$ cat src/rtl/affine_transform_stack_defines.svh
// Assertion macros shared by the affine transform stack RTL.
`ifndef AFFINE_TRANSFORM_STACK_DEFINES_SVH
`define AFFINE_TRANSFORM_STACK_DEFINES_SVH

`ifndef NO_ASSERTIONS

// The consequent must hold in the same cycle as the antecedent.
`define AT_ASSERT_IMP(lbl, clk, rst_n, ante, cons) \
	lbl: assert property (@(posedge clk) disable iff (!rst_n) (ante) |-> (cons)) \
		else $error("affine_transform_stack: same-cycle check failed");

// The consequent must hold in the cycle after the antecedent.
`define AT_ASSERT_NXT(lbl, clk, rst_n, ante, cons) \
	lbl: assert property (@(posedge clk) disable iff (!rst_n) (ante) |=> (cons)) \
		else $error("affine_transform_stack: next-cycle check failed");

`else

`define AT_ASSERT_IMP(lbl, clk, rst_n, ante, cons)
`define AT_ASSERT_NXT(lbl, clk, rst_n, ante, cons)

`endif

`endif

$ cat src/rtl/atstk_pkg.sv
// Package with the types, constants and helpers of the affine transform stack.
`timescale 1ns / 1ps

package atstk_pkg;

	localparam int STACK_DEPTH = 16;
	localparam int COEF_WIDTH  = 32;
	localparam int NUM_TERMS   = 6;

	localparam int CNT_W     = $clog2(STACK_DEPTH + 1);
	localparam int SLOT_W    = (STACK_DEPTH > 1) ? $clog2(STACK_DEPTH) : 1;
	localparam int TERM_W    = 3;
	localparam int ADDR_W    = SLOT_W + TERM_W;
	localparam int RAM_DEPTH = 1 << ADDR_W;

	typedef logic [COEF_WIDTH-1:0] coef_t;

	localparam coef_t COEF_ONE = COEF_WIDTH'(1);

	// Operation codes.
	localparam logic [2:0] OP_COMPOSE   = 3'd0;
	localparam logic [2:0] OP_TRANSLATE = 3'd1;
	localparam logic [2:0] OP_SAVE      = 3'd2;
	localparam logic [2:0] OP_RESTORE   = 3'd3;
	localparam logic [2:0] OP_POINT     = 3'd4;
	localparam logic [2:0] OP_VECTOR    = 3'd5;
	localparam logic [2:0] OP_DIRECTION = 3'd6;

	// Status codes.
	localparam logic [1:0] STATUS_OK     = 2'd0;
	localparam logic [1:0] STATUS_BOTTOM = 2'd1;
	localparam logic [1:0] STATUS_FULL   = 2'd2;
	localparam logic [1:0] STATUS_BADDIR = 2'd3;

	// Term indexes of a transform.
	localparam logic [TERM_W-1:0] T_XX = 3'd0;
	localparam logic [TERM_W-1:0] T_XY = 3'd1;
	localparam logic [TERM_W-1:0] T_YX = 3'd2;
	localparam logic [TERM_W-1:0] T_YY = 3'd3;
	localparam logic [TERM_W-1:0] T_WX = 3'd4;
	localparam logic [TERM_W-1:0] T_WY = 3'd5;

	typedef struct packed {
		logic [2:0]         operation;
		logic signed [31:0] m_xx;
		logic signed [31:0] m_xy;
		logic signed [31:0] m_yx;
		logic signed [31:0] m_yy;
		logic signed [31:0] m_wx;
		logic signed [31:0] m_wy;
		logic signed [31:0] point_x;
		logic signed [31:0] point_y;
		logic [7:0]         direction;
	} item_t;

	typedef struct packed {
		logic signed [31:0] out_x;
		logic signed [31:0] out_y;
		logic [1:0]         status;
	} result_t;

	typedef struct packed {
		logic en;
		logic first;
	} mac_ctrl_t;

	// Sign-extend or truncate a 32-bit field to the coefficient width.
	function automatic coef_t to_coef(logic signed [31:0] v);
		return COEF_WIDTH'(v);
	endfunction

	// Low 32 bits of a coefficient, zero-extended when coefficients are narrower.
	function automatic logic signed [31:0] to_out(coef_t c);
		return 32'(c);
	endfunction

endpackage

$ cat src/rtl/atstk_mac.sv
// Shared multiply-accumulate unit that works out every product of the block.
`timescale 1ns / 1ps

module atstk_mac (
	input  logic                clk,
	input  atstk_pkg::mac_ctrl_t ctrl,
	input  atstk_pkg::coef_t    a,
	input  atstk_pkg::coef_t    b,
	output atstk_pkg::coef_t    acc
);

	atstk_pkg::coef_t prod;
	atstk_pkg::coef_t base;
	atstk_pkg::coef_t acc_q;

	// Products wrap at the coefficient width, so only the low half is kept.
	assign prod = a * b;
	assign base = ctrl.first ? '0 : acc_q;
	assign acc  = acc_q;

	always_ff @(posedge clk) begin
		if (ctrl.en) begin
			acc_q <= base + prod;
		end
	end

endmodule

$ cat config.mk
export PLATFORM = sky130hd
export DESIGN_NAME = atstk_mac
export DESIGN_NICKNAME = d
export VERILOG_FILES = /design/src/rtl/affine_transform_stack_defines.svh /design/src/rtl/atstk_pkg.sv /design/src/rtl/atstk_mac.sv
export SDC_FILE = /design/constraint.sdc
export NUM_CORES = 1
export LEC_CHECK = 0
export BUFFER_PORTS_ARGS = -buffer_cell sky130_fd_sc_hd__buf_4
export CAP_MARGIN = 25
export CORE_MARGIN = 1.5
export CORE_UTILIZATION = 29
export CTS_BUF_LIST = sky130_fd_sc_hd__clkbuf_2
export CTS_CLUSTER_SIZE = 28
export DETAILED_ROUTE_END_ITERATION = 7
export PLACE_DENSITY = 0.43
export SYNTH_ARGS = -nofsm -noshare
export SYNTH_HDL_FRONTEND = slang
export SYNTH_SLANG_ARGS = --single-unit
$ cat constraint.sdc
create_clock -name clk -period 23.9 [get_ports clk]
set_input_delay 4.78 -clock clk [delete_from_list [all_inputs] [get_ports clk]]
set_output_delay 4.78 -clock clk [all_outputs]
set_load 0.03 [all_outputs]
==> results of run 1 <==
-- layout make-up --
class	count	area share [%]
Tap cell	837	5.32
Clock buffer	5	0.127
Clock inverter	3	0.216
Inverter	491	9.36
Sequential cell	32	4.88
Multi-Input combinational cell	1329	76.3
Antenna cell	4	0.0508
Timing Repair Buffer	99	3.77
-- cells in the final DEF, fill, tap and decap left out, types with 3 or more instances in the layout --
cell / netlist / final
o21ai_0: 7 / 7
nand2b_1: 14 / 14
and2_1: 378 / 378
buf_4: 0 / 99
ha_1: 124 / 124
nor2_1: 16 / 16
clkbuf_2: 0 / 5
xor2_1: 17 / 17
a21o_1: 12 / 12
a21oi_1: 16 / 16
nor2b_1: 21 / 21
fa_1: 438 / 438
o21a_1: 6 / 6
edfxtp_1: 32 / 32
xnor2_1: 69 / 69
a211oi_1: 3 / 3
nand2_1: 160 / 160
nand3_1: 7 / 7
inv_1: 491 / 491
diode_2: 0 / 4
o41ai_2: 3 / 3
nor3_1: 3 / 3
a21oi_2: 3 / 3
-- kinds of logic after synthesis --
group           after synthesis  share of synthesized area [%]
flops                        32                           5.29
mux                           2                          0.110
fa+ha+maj                   562                           56.9
simple gates                612                           18.7
xor+xnor                     87                           4.24
buf+inv                     576                           11.9
compound gates               66                           2.89
-- metrics by stage --
| step | setup slack (ns) | util (%) | instances |
|---|---|---|---|
| 3_5_place_dp | 12.11 | 31.7 | 2788 |
| 5_1_grt | 12.21 | 31.8 | 2796 |
| 3_3_place_gp | 12.17 | 31.7 | 2788 |
| 6_report | 12.62 | 31.9 | 2800 |
| 4_1_cts | 12.57 | 31.8 | 2796 |
| 2_1_floorplan | 12.63 | - | 1937 |
-- worst min path at each step --
| stage | endpoint | cells past startpoint |
|---|---|---|
| 6_report | acc[0] | 2 |
| 5_1_grt | acc[0] | 2 |
| 4_1_cts | acc[0] | 2 |
| 3_5_place_dp | acc[0] | 2 |
| 3_3_place_gp | acc[0] | 2 |
| 2_1_floorplan | acc[0] | 2 |
-- synth_stat cells, types with 3 or more instances --
library cell  number
and2_1           378
nor2b_1           21
ha_1             124
nand2_1          160
a21oi_2            3
clkbuf_1          81
a21o_1            12
buf_2              4
nor3_1             3
inv_1            491
a211oi_1           3
nor2_1            16
xor2_1            17
edfxtp_1          32
o21ai_0            7
fa_1             438
a21oi_1           16
nand3_1            7
nand2b_1          14
o21a_1             6
o41ai_2            3
xnor2_1           69
-- worst min-delay path, delay by kind of cell (launching register included) --
family / cells / cell delay [ns]
fa+ha+maj: 1 / 0.13
flops: 1 / 0.40
simple gates: 1 / 0.14
-- metal layers --
| metal | vias up | GRT usage, % | wire length (microns) |
|---|---|---|---|
| li1 | 5567 | - | - |
| met1 | 6532 | 26.1 | 26400 |
| met2 | 224 | 29.8 | 25600 |
| met3 | 36 | 2.34 | 2320 |
| met4 | 2 | 2.40 | 613 |
| met5 | - | 0 | 9 |
==> flow_metrics.env, run 1 <==
export IMPL_first_pass_iters=5
export IMPL_portBuffers=98
export IMPL_ys_warn_count=0
export IMPL_syn2layout_area_growth_pct=8.51
export IMPL_synth_top_cell_area_share_pct=48.3
export IMPL_startpoint_type="primary input"
export IMPL_dp_hpwl_mm=44.1
export IMPL_insertion_delay_ns=0.41
export IMPL_critPathCaptureType="flip-flop"
export IMPL_cts_repair_resize_count=0
export IMPL_rsz0062_at_grt="false"
export IMPL_ys_seq_elements=32
export IMPL_cp_slowest_stage_delay_ns=0.54
export IMPL_largest_register_ffs=32
export IMPL_status="finished clean"
export IMPL_coreArea_sq_um=61800
export IMPL_critPathRequiredTime_ns=24.09
export IMPL_slew_viol_final=0
export IMPL_drt_iter0_markers=572
export IMPL_crit_start="ctrl[0]"
export IMPL_htreeDepth=2
export IMPL_relSlewSlack_pct=64.1
export IMPL_root_buffer="clkbuf_2"
export IMPL_dieArea_sq_um=64100
export IMPL_dpl_cell_area_sq_um=19600
export IMPL_initial_core_util_pct=29.4
export IMPL_r2r_end="acc[31]"
export IMPL_fillers=6478
export IMPL_period_needed_ns=11.28
export IMPL_gr_total_overflow=0
export IMPL_cpMostUsedCell="fa_1"
export IMPL_seq_area_frac_synth_pct=5.29
export IMPL_synth_edff_count=32
export IMPL_hold_viol_final=0
export IMPL_die_y_microns=253
export IMPL_reg2reg_slack_ns=16.77
export IMPL_synth_cell_types=47
export IMPL_vias=12400
export IMPL_finalSetupViolCount=0
export IMPL_seq_area_sq_um=961
export IMPL_cp_num_cells=26
export IMPL_fp_row_count=91
export IMPL_clock_path_buffers=2
export IMPL_fin_area_sq_um=19700
export IMPL_finalWirelength_mm=54.9
export IMPL_crit_arrival_ns=11.47
export IMPL_wl_per_cell_microns=19.6
export IMPL_grt_max_degree=33
export IMPL_antenna_found_initial=4
export IMPL_clk_pin_slew_worst_paths_ns=0.20
export IMPL_grtUsageTotal_pct=18.2
export IMPL_postRouteAntennaNets=0
export IMPL_post_cts_buffers=0
export IMPL_yosys_area_top_type="fa_1"
export IMPL_r2r_start="acc[22]"
export IMPL_synth_nets=2566
export IMPL_drive_gt1_share_pct=6.28
export IMPL_via_per_inst=4.41
export IMPL_globalplace_congestion=0.818
export IMPL_path_max_fanout=32
export IMPL_drc=0
export IMPL_fin_crit_sh_pct=47.2
export IMPL_min_path_type="flip-flop to flip-flop"
export IMPL_synthTopCellsByArea="fa_1 48%, and2_1 13%, inv_1 10%"
export IMPL_postSynth_asyncResetShare_pct=0
export IMPL_hold_buffers=0
export IMPL_syn_area_sq_um=18100
export IMPL_cts_buffers=5
export IMPL_cts_tree="yes"
export IMPL_setup_tns_ns=0
export IMPL_holdCritStartpoint="acc[0]"
export IMPL_multi_input_area_sq_um=15000
export IMPL_path_class="primary input to flip-flop"
export IMPL_grt_pass1_vias=14300
export IMPL_cap_violations=0
export IMPL_crit_slowest_cell="fa_1"
export IMPL_tightest_slew_ns=0.538
export IMPL_critPathCapture="acc[30]"
export IMPL_synth_cells=1937
export IMPL_max_clock_freq_ghz=0.0887
export IMPL_die_w_microns=253
export IMPL_avgSynthCellArea_sq_um=9.37
export IMPL_crit_family="adder cells"
export IMPL_ios=99
export IMPL_cp_buffers_inverters=8
export IMPL_ys_flop_type="edfxtp_1"
export IMPL_skew_ns=0.0142
export IMPL_clock_sinks=32
export IMPL_nets=2587
export IMPL_worst_r2r_cell_count=24
export IMPL_grt_pass1_wl_mm=87.1
export IMPL_holdWs_ns=0.756
Power of run 1 is not shown: default switching activity piles up to over one toggle a cycle in this logic, so the estimate is an artifact.
==> run 2, diff against run 1 <==
- PLACE_DENSITY: 0.43 -> 0.44
- clock period: 23.9 -> 10 ns (I/O delays scaled with it)
==> run 2 against run 1 <==
Clock-buffer cell count is the same. Setup slack lost 11 ns. Wire length is essentially flat. Utilization is essentially flat. Critical path depth is the same. Final area is essentially flat. First-iteration DRC count shrank 13%. Die area is the same. Clock skew grew 0.015 ns. Non-clock buffer count grew 1. Critical path type unchanged. Critical endpoint unchanged. Largest cell class unchanged.
==> flow_metrics.env, run 2 (synthesized netlist as in run 1, its figures left out) <==
export IMPL_critPathCapture="acc[30]"
export IMPL_tightest_slew_ns=0.549
export IMPL_via_per_inst=4.44
export IMPL_setup_tns_ns=0
export IMPL_path_max_fanout=32
export IMPL_largest_register_ffs=32
export IMPL_fillers=6559
export IMPL_ios=99
export IMPL_globalplace_congestion=0.808
export IMPL_max_clock_freq_ghz=0.118
export IMPL_vias=12400
export IMPL_post_cts_buffers=0
export IMPL_multi_input_area_sq_um=15000
export IMPL_period_needed_ns=8.48
export IMPL_initial_core_util_pct=29.4
export IMPL_reg2reg_slack_ns=2.86
export IMPL_grt_max_degree=33
export IMPL_rsz0062_at_grt="false"
export IMPL_htreeDepth=2
export IMPL_first_pass_iters=4
export IMPL_antenna_found_initial=3
export IMPL_wl_per_cell_microns=19.6
export IMPL_path_class="primary input to flip-flop"
export IMPL_r2r_end="acc[31]"
export IMPL_relSlewSlack_pct=63.4
export IMPL_cap_violations=0
export IMPL_cts_tree="yes"
export IMPL_drive_gt1_share_pct=6.33
export IMPL_skew_ns=0.0293
export IMPL_crit_start="b[0]"
export IMPL_fp_row_count=91
export IMPL_critPathCaptureType="flip-flop"
export IMPL_clk_pin_slew_worst_paths_ns=0.19
export IMPL_seq_area_sq_um=961
export IMPL_status="finished clean"
export IMPL_cp_num_cells=26
export IMPL_cts_buffers=5
export IMPL_postRouteAntennaNets=0
export IMPL_root_buffer="clkbuf_2"
export IMPL_coreArea_sq_um=61800
export IMPL_hold_viol_final=0
export IMPL_dieArea_sq_um=64100
export IMPL_clock_sinks=32
export IMPL_drt_iter0_markers=497
export IMPL_cp_buffers_inverters=8
export IMPL_cp_slowest_stage_delay_ns=0.53
export IMPL_final_cell_mix="491 x inv_1, 438 x fa_1, 378 x and2_1"
export IMPL_utilization_pct=31.9
export IMPL_min_path_type="flip-flop to flip-flop"
export IMPL_cts_repair_resize_count=0
export IMPL_layout_commonest_cell="inv_1"
export IMPL_crit_arrival_ns=8.67
export IMPL_dp_hpwl_mm=43.9
export IMPL_portBuffers=98
export IMPL_drc=0
export IMPL_finalSetupViolCount=0
export IMPL_r2r_start="acc[22]"
export IMPL_clock_path_buffers=2
export IMPL_insertion_delay_ns=0.43
export IMPL_nets=2588
export IMPL_grtUsageTotal_pct=18.1
export IMPL_gr_total_overflow=0
export IMPL_hold_buffers=0
export IMPL_syn2layout_area_growth_pct=8.53
export IMPL_worst_r2r_cell_count=24
export IMPL_die_w_microns=253
export IMPL_grt_pass1_wl_mm=86.3
export IMPL_grt_pass1_vias=14100
export IMPL_die_y_microns=253
export IMPL_finalWirelength_mm=54.9
export IMPL_crit_family="adder cells"
export IMPL_fin_crit_sh_pct=84.8
export IMPL_cpMostUsedCell="fa_1"
export IMPL_crit_slowest_cell="fa_1"
export IMPL_startpoint_type="primary input"
export IMPL_critPathRequiredTime_ns=10.19
export IMPL_slew_viol_final=0
## run 2: changes by cell type in the layout (fill, tap and decap cells not counted)
cell / before / now
buf_4: 99 / 100
diode_2: 4 / 3
## run 2: worst min path at each step
stage | startpoint | endpoint | slack (ns) | cells after the start
6_report | acc[0] | acc[0] | 0.73 | 2
2_1_floorplan | acc[0] | acc[0] | 0.89 | 2
4_1_cts | acc[0] | acc[0] | 0.75 | 2
5_1_grt | acc[0] | acc[0] | 0.79 | 2
3_5_place_dp | acc[0] | acc[0] | 0.71 | 2
3_3_place_gp | acc[0] | acc[0] | 0.71 | 2
## run 2: area by class of cell
type / count / share of cell area (%)
flip-flops and latches: 32 / 4.88
inverters: 491 / 9.36
clock inverters: 3 / 0.216
clock buffers: 5 / 0.127
repair buffers: 100 / 3.81
well taps: 837 / 5.32
multi-input cells: 1329 / 76.3
diodes: 3 / 0.0381
## run 2: worst register-to-register path, cell delays in order (launching register included)
cell,delay (ns)
edfxtp_1,0.54
nor2b_1,0.20
fa_1,0.54
inv_1,0.06
fa_1,0.53
inv_1,0.05
fa_1,0.48
inv_1,0.06
fa_1,0.53
inv_1,0.05
fa_1,0.48
fa_1,0.46
fa_1,0.52
inv_1,0.05
fa_1,0.48
inv_1,0.05
ha_1,0.39
a41o_1,0.29
a21oi_2,0.21
o21ai_0,0.12
nand2_1,0.10
o41ai_2,0.08
o41ai_2,0.33
o21ai_1,0.15
xnor2_1,0.14
## run 2: routing by layer
| metal | wire (microns) | track usage (%) | vias to the layer above |
|---|---|---|---|
| li1 | - | - | 5574 |
| met1 | 26400 | 26.2 | 6579 |
| met2 | 25400 | 29.5 | 221 |
| met3 | 2380 | 2.15 | 42 |
| met4 | 620 | 2.40 | 6 |
| met5 | 43 | 0 | - |
## run 2: metrics by stage
step | cells | hold WS (ns) | area (sq um) | worst slack, ns
after floorplan | 1937 | 0.886 | 18100 | 1.51
after global placement | 2789 | 0.707 | 19600 | 1.04
after detailed placement | 2789 | 0.706 | 19600 | 0.986
after CTS | 2797 | 0.753 | 19700 | 1.46
after global routing | 2797 | 0.795 | 19700 | 1.09
final | 2800 | 0.732 | 19700 | 1.52
Power of run 2 is left out for the same reason.
==> run 3, diff against run 2 <==
- PLACE_DENSITY: 0.44 -> 0.43
- clock period: 10 -> 7.9 ns (I/O delays scaled with it)
==> run 3 against run 2 <==
Critical endpoint is now acc[27]. Critical path depth down 2. Clock skew is 0.0051 ns higher. Non-clock buffer count grew 167. Sequential share of layout area decreased by 0.33 points. Sequential cell count stayed put. Wire length is 1.9% higher. First-iteration DRC count grew 16%. Utilization increased by 2.3 points. Register-to-register slack got worse by 1.9 ns. Global-route usage is 0.27 points higher. Setup slack lost 1.3 ns.
==> flow_metrics.env, run 3 (synthesized netlist as in run 1, its figures left out) <==
export IMPL_setup_tns_ns=0
export IMPL_clock_sinks=32
export IMPL_wl_per_cell_microns=18.9
export IMPL_critPathRequiredTime_ns=8.21
export IMPL_layout_commonest_cell="inv_1"
export IMPL_grt_pass1_wl_mm=87.6
export IMPL_cp_slowest_stage_delay_ns=0.55
export IMPL_reg2reg_slack_ns=0.98
export IMPL_final_cell_mix="488 x inv_1, 436 x fa_1, 374 x and2_1"
export IMPL_insertion_delay_ns=0.47
export IMPL_worst_r2r_cell_count=25
export IMPL_path_class="primary input to flip-flop"
export IMPL_nets=2755
export IMPL_cts_buffers=5
export IMPL_status="finished clean"
export IMPL_startpoint_type="primary input"
export IMPL_syn2layout_area_growth_pct=16.5
export IMPL_htreeDepth=2
export IMPL_crit_family="adder cells"
export IMPL_hold_viol_final=0
export IMPL_max_clock_freq_ghz=0.129
export IMPL_via_per_inst=4.28
export IMPL_clk_pin_slew_worst_paths_ns=0.22
export IMPL_drt_iter0_markers=577
export IMPL_vias=12700
export IMPL_grt_pass1_vias=14500
export IMPL_crit_start="ctrl[0]"
export IMPL_hold_end="acc[0]"
export IMPL_crit_chain="buf_4 -> buf_4 -> nor2b_1 -> fa_1 -> inv_1 -> fa_1 -> inv_1 -> fa_1 -> inv_1 -> fa_1 -> inv_1 -> fa_1 -> fa_1 -> fa_1 -> inv_1 -> fa_1 -> inv_1 -> ha_1 -> inv_1 -> o41ai_2 -> buf_4 -> or2_1 -> a31oi_1 -> xnor2_1"
export IMPL_grt_max_degree=33
export IMPL_fp_row_count=91
export IMPL_antenna_found_initial=5
export IMPL_holdCritStartpoint="acc[0]"
export IMPL_min_path_type="flip-flop to flip-flop"
export IMPL_root_buffer="clkbuf_2"
export IMPL_crit_arrival_ns=8.04
export IMPL_gr_total_overflow=0
export IMPL_slew_viol_final=0
export IMPL_finalWirelength_mm=55.9
export IMPL_hold_path_depth=2
export IMPL_grtUsageTotal_pct=18.3
export IMPL_fin_crit_sh_pct=97.8
export IMPL_portBuffers=98
export IMPL_cap_violations=0
export IMPL_crit_slowest_cell="fa_1"
export IMPL_period_needed_ns=7.73
export IMPL_die_w_microns=253
export IMPL_cp_buffers_inverters=10
export IMPL_globalplace_congestion=0.809
export IMPL_first_pass_iters=4
export IMPL_r2r_start="acc[21]"
export IMPL_initial_core_util_pct=29.4
export IMPL_cp_num_cells=24
export IMPL_relSlewSlack_pct=65.8
export IMPL_fillers=6442
export IMPL_clock_path_buffers=2
export IMPL_tightest_slew_ns=0.509
export IMPL_critPathCaptureType="flip-flop"
export IMPL_ios=99
export IMPL_dp_hpwl_mm=50.3
export IMPL_coreArea_sq_um=61800
export IMPL_finalSetupViolCount=0
export IMPL_cpMostUsedCell="fa_1"
export IMPL_die_y_microns=253
export IMPL_skew_ns=0.0345
export IMPL_largest_register_ffs=32
export IMPL_cts_tree="yes"
export IMPL_drive_gt1_share_pct=14.3
export IMPL_r2r_end="acc[31]"
export IMPL_path_max_fanout=17
export IMPL_hold_buffers=0
export IMPL_dieArea_sq_um=64100
export IMPL_postRouteAntennaNets=0
export IMPL_rsz0062_at_grt="true"
export IMPL_drc=0
## run 3: cell count changes in the layout (fill, tap and decap cells not counted), moves of 3 or more
| cell | delta |
|---|---|
| buf_12 | +9 |
| and2_4 | +4 |
| inv_2 | +3 |
| buf_6 | +3 |
| and2_1 | -4 |
| inv_1 | -3 |
| buf_4 | +155 |
## run 3: cell type report
| type | count | area (sq um) | area share (%) |
|---|---|---|---|
| Inverter | 491 | 1840 | 8.72 |
| Clock inverter | 3 | 13.8 | 0.0651 |
| Tap cell | 837 | 1050 | 4.95 |
| Sequential cell | 32 | 961 | 4.55 |
| Multi-Input combinational cell | 1329 | 15100 | 71.5 |
| Antenna cell | 2 | 5.00 | 0.0237 |
| Clock buffer | 5 | 25.0 | 0.118 |
| Timing Repair Buffer | 267 | 2130 | 10.1 |
## run 3: how the worst max path moves through the flow
| stage | to | slack [ns] |
|---|---|---|
| after floorplan | acc[31] | -0.02 |
| after global placement | acc[27] | -0.38 |
| after detailed placement | acc[31] | -0.38 |
| after CTS | acc[27] | 0.16 |
| after global routing | acc[27] | -0.02 |
| final | acc[27] | 0.17 |
## run 3: worst reg2reg max path: cells and delay by family (launching register included)
kind | cells | cell delay [ns]
xor+xnor | 1 | 0.13
simple gates | 2 | 0.28
buf+inv | 7 | 0.47
compound gates | 6 | 0.99
flops | 1 | 0.52
fa+ha+maj | 9 | 4.36
## run 3: per-stage QoR
| stage | cells | util, % | hold slack [ns] | instance area [sq um] | worst slack (ns) |
|---|---|---|---|---|---|
| 6_report | 2966 | 34.2 | 0.743 | 21100 | 0.172 |
| 3_5_place_dp | 2953 | 33.9 | 0.702 | 21000 | -0.377 |
| 3_3_place_gp | 2953 | 33.9 | 0.687 | 21000 | -0.378 |
| 2_1_floorplan | 1937 | - | 0.886 | 18300 | -0.0158 |
| 4_1_cts | 2961 | 34.0 | 0.758 | 21000 | 0.163 |
| 5_1_grt | 2966 | 34.2 | 0.801 | 21100 | -0.0167 |
## run 3: per-layer routing
metal	track usage, %	vias up	part of all wire (%)
met5	0	-	0
met4	3.70	0	1.7
met1	26.5	6552	49
met3	2.36	34	3.8
li1	-	5905	-
met2	29.3	204	45
## run 3: timing repair
action	CTS	global route
setup endpoints to repair	0	8
resized for setup	0	19
buffers inserted	0	3
Power of run 3 is left out for the same reason.
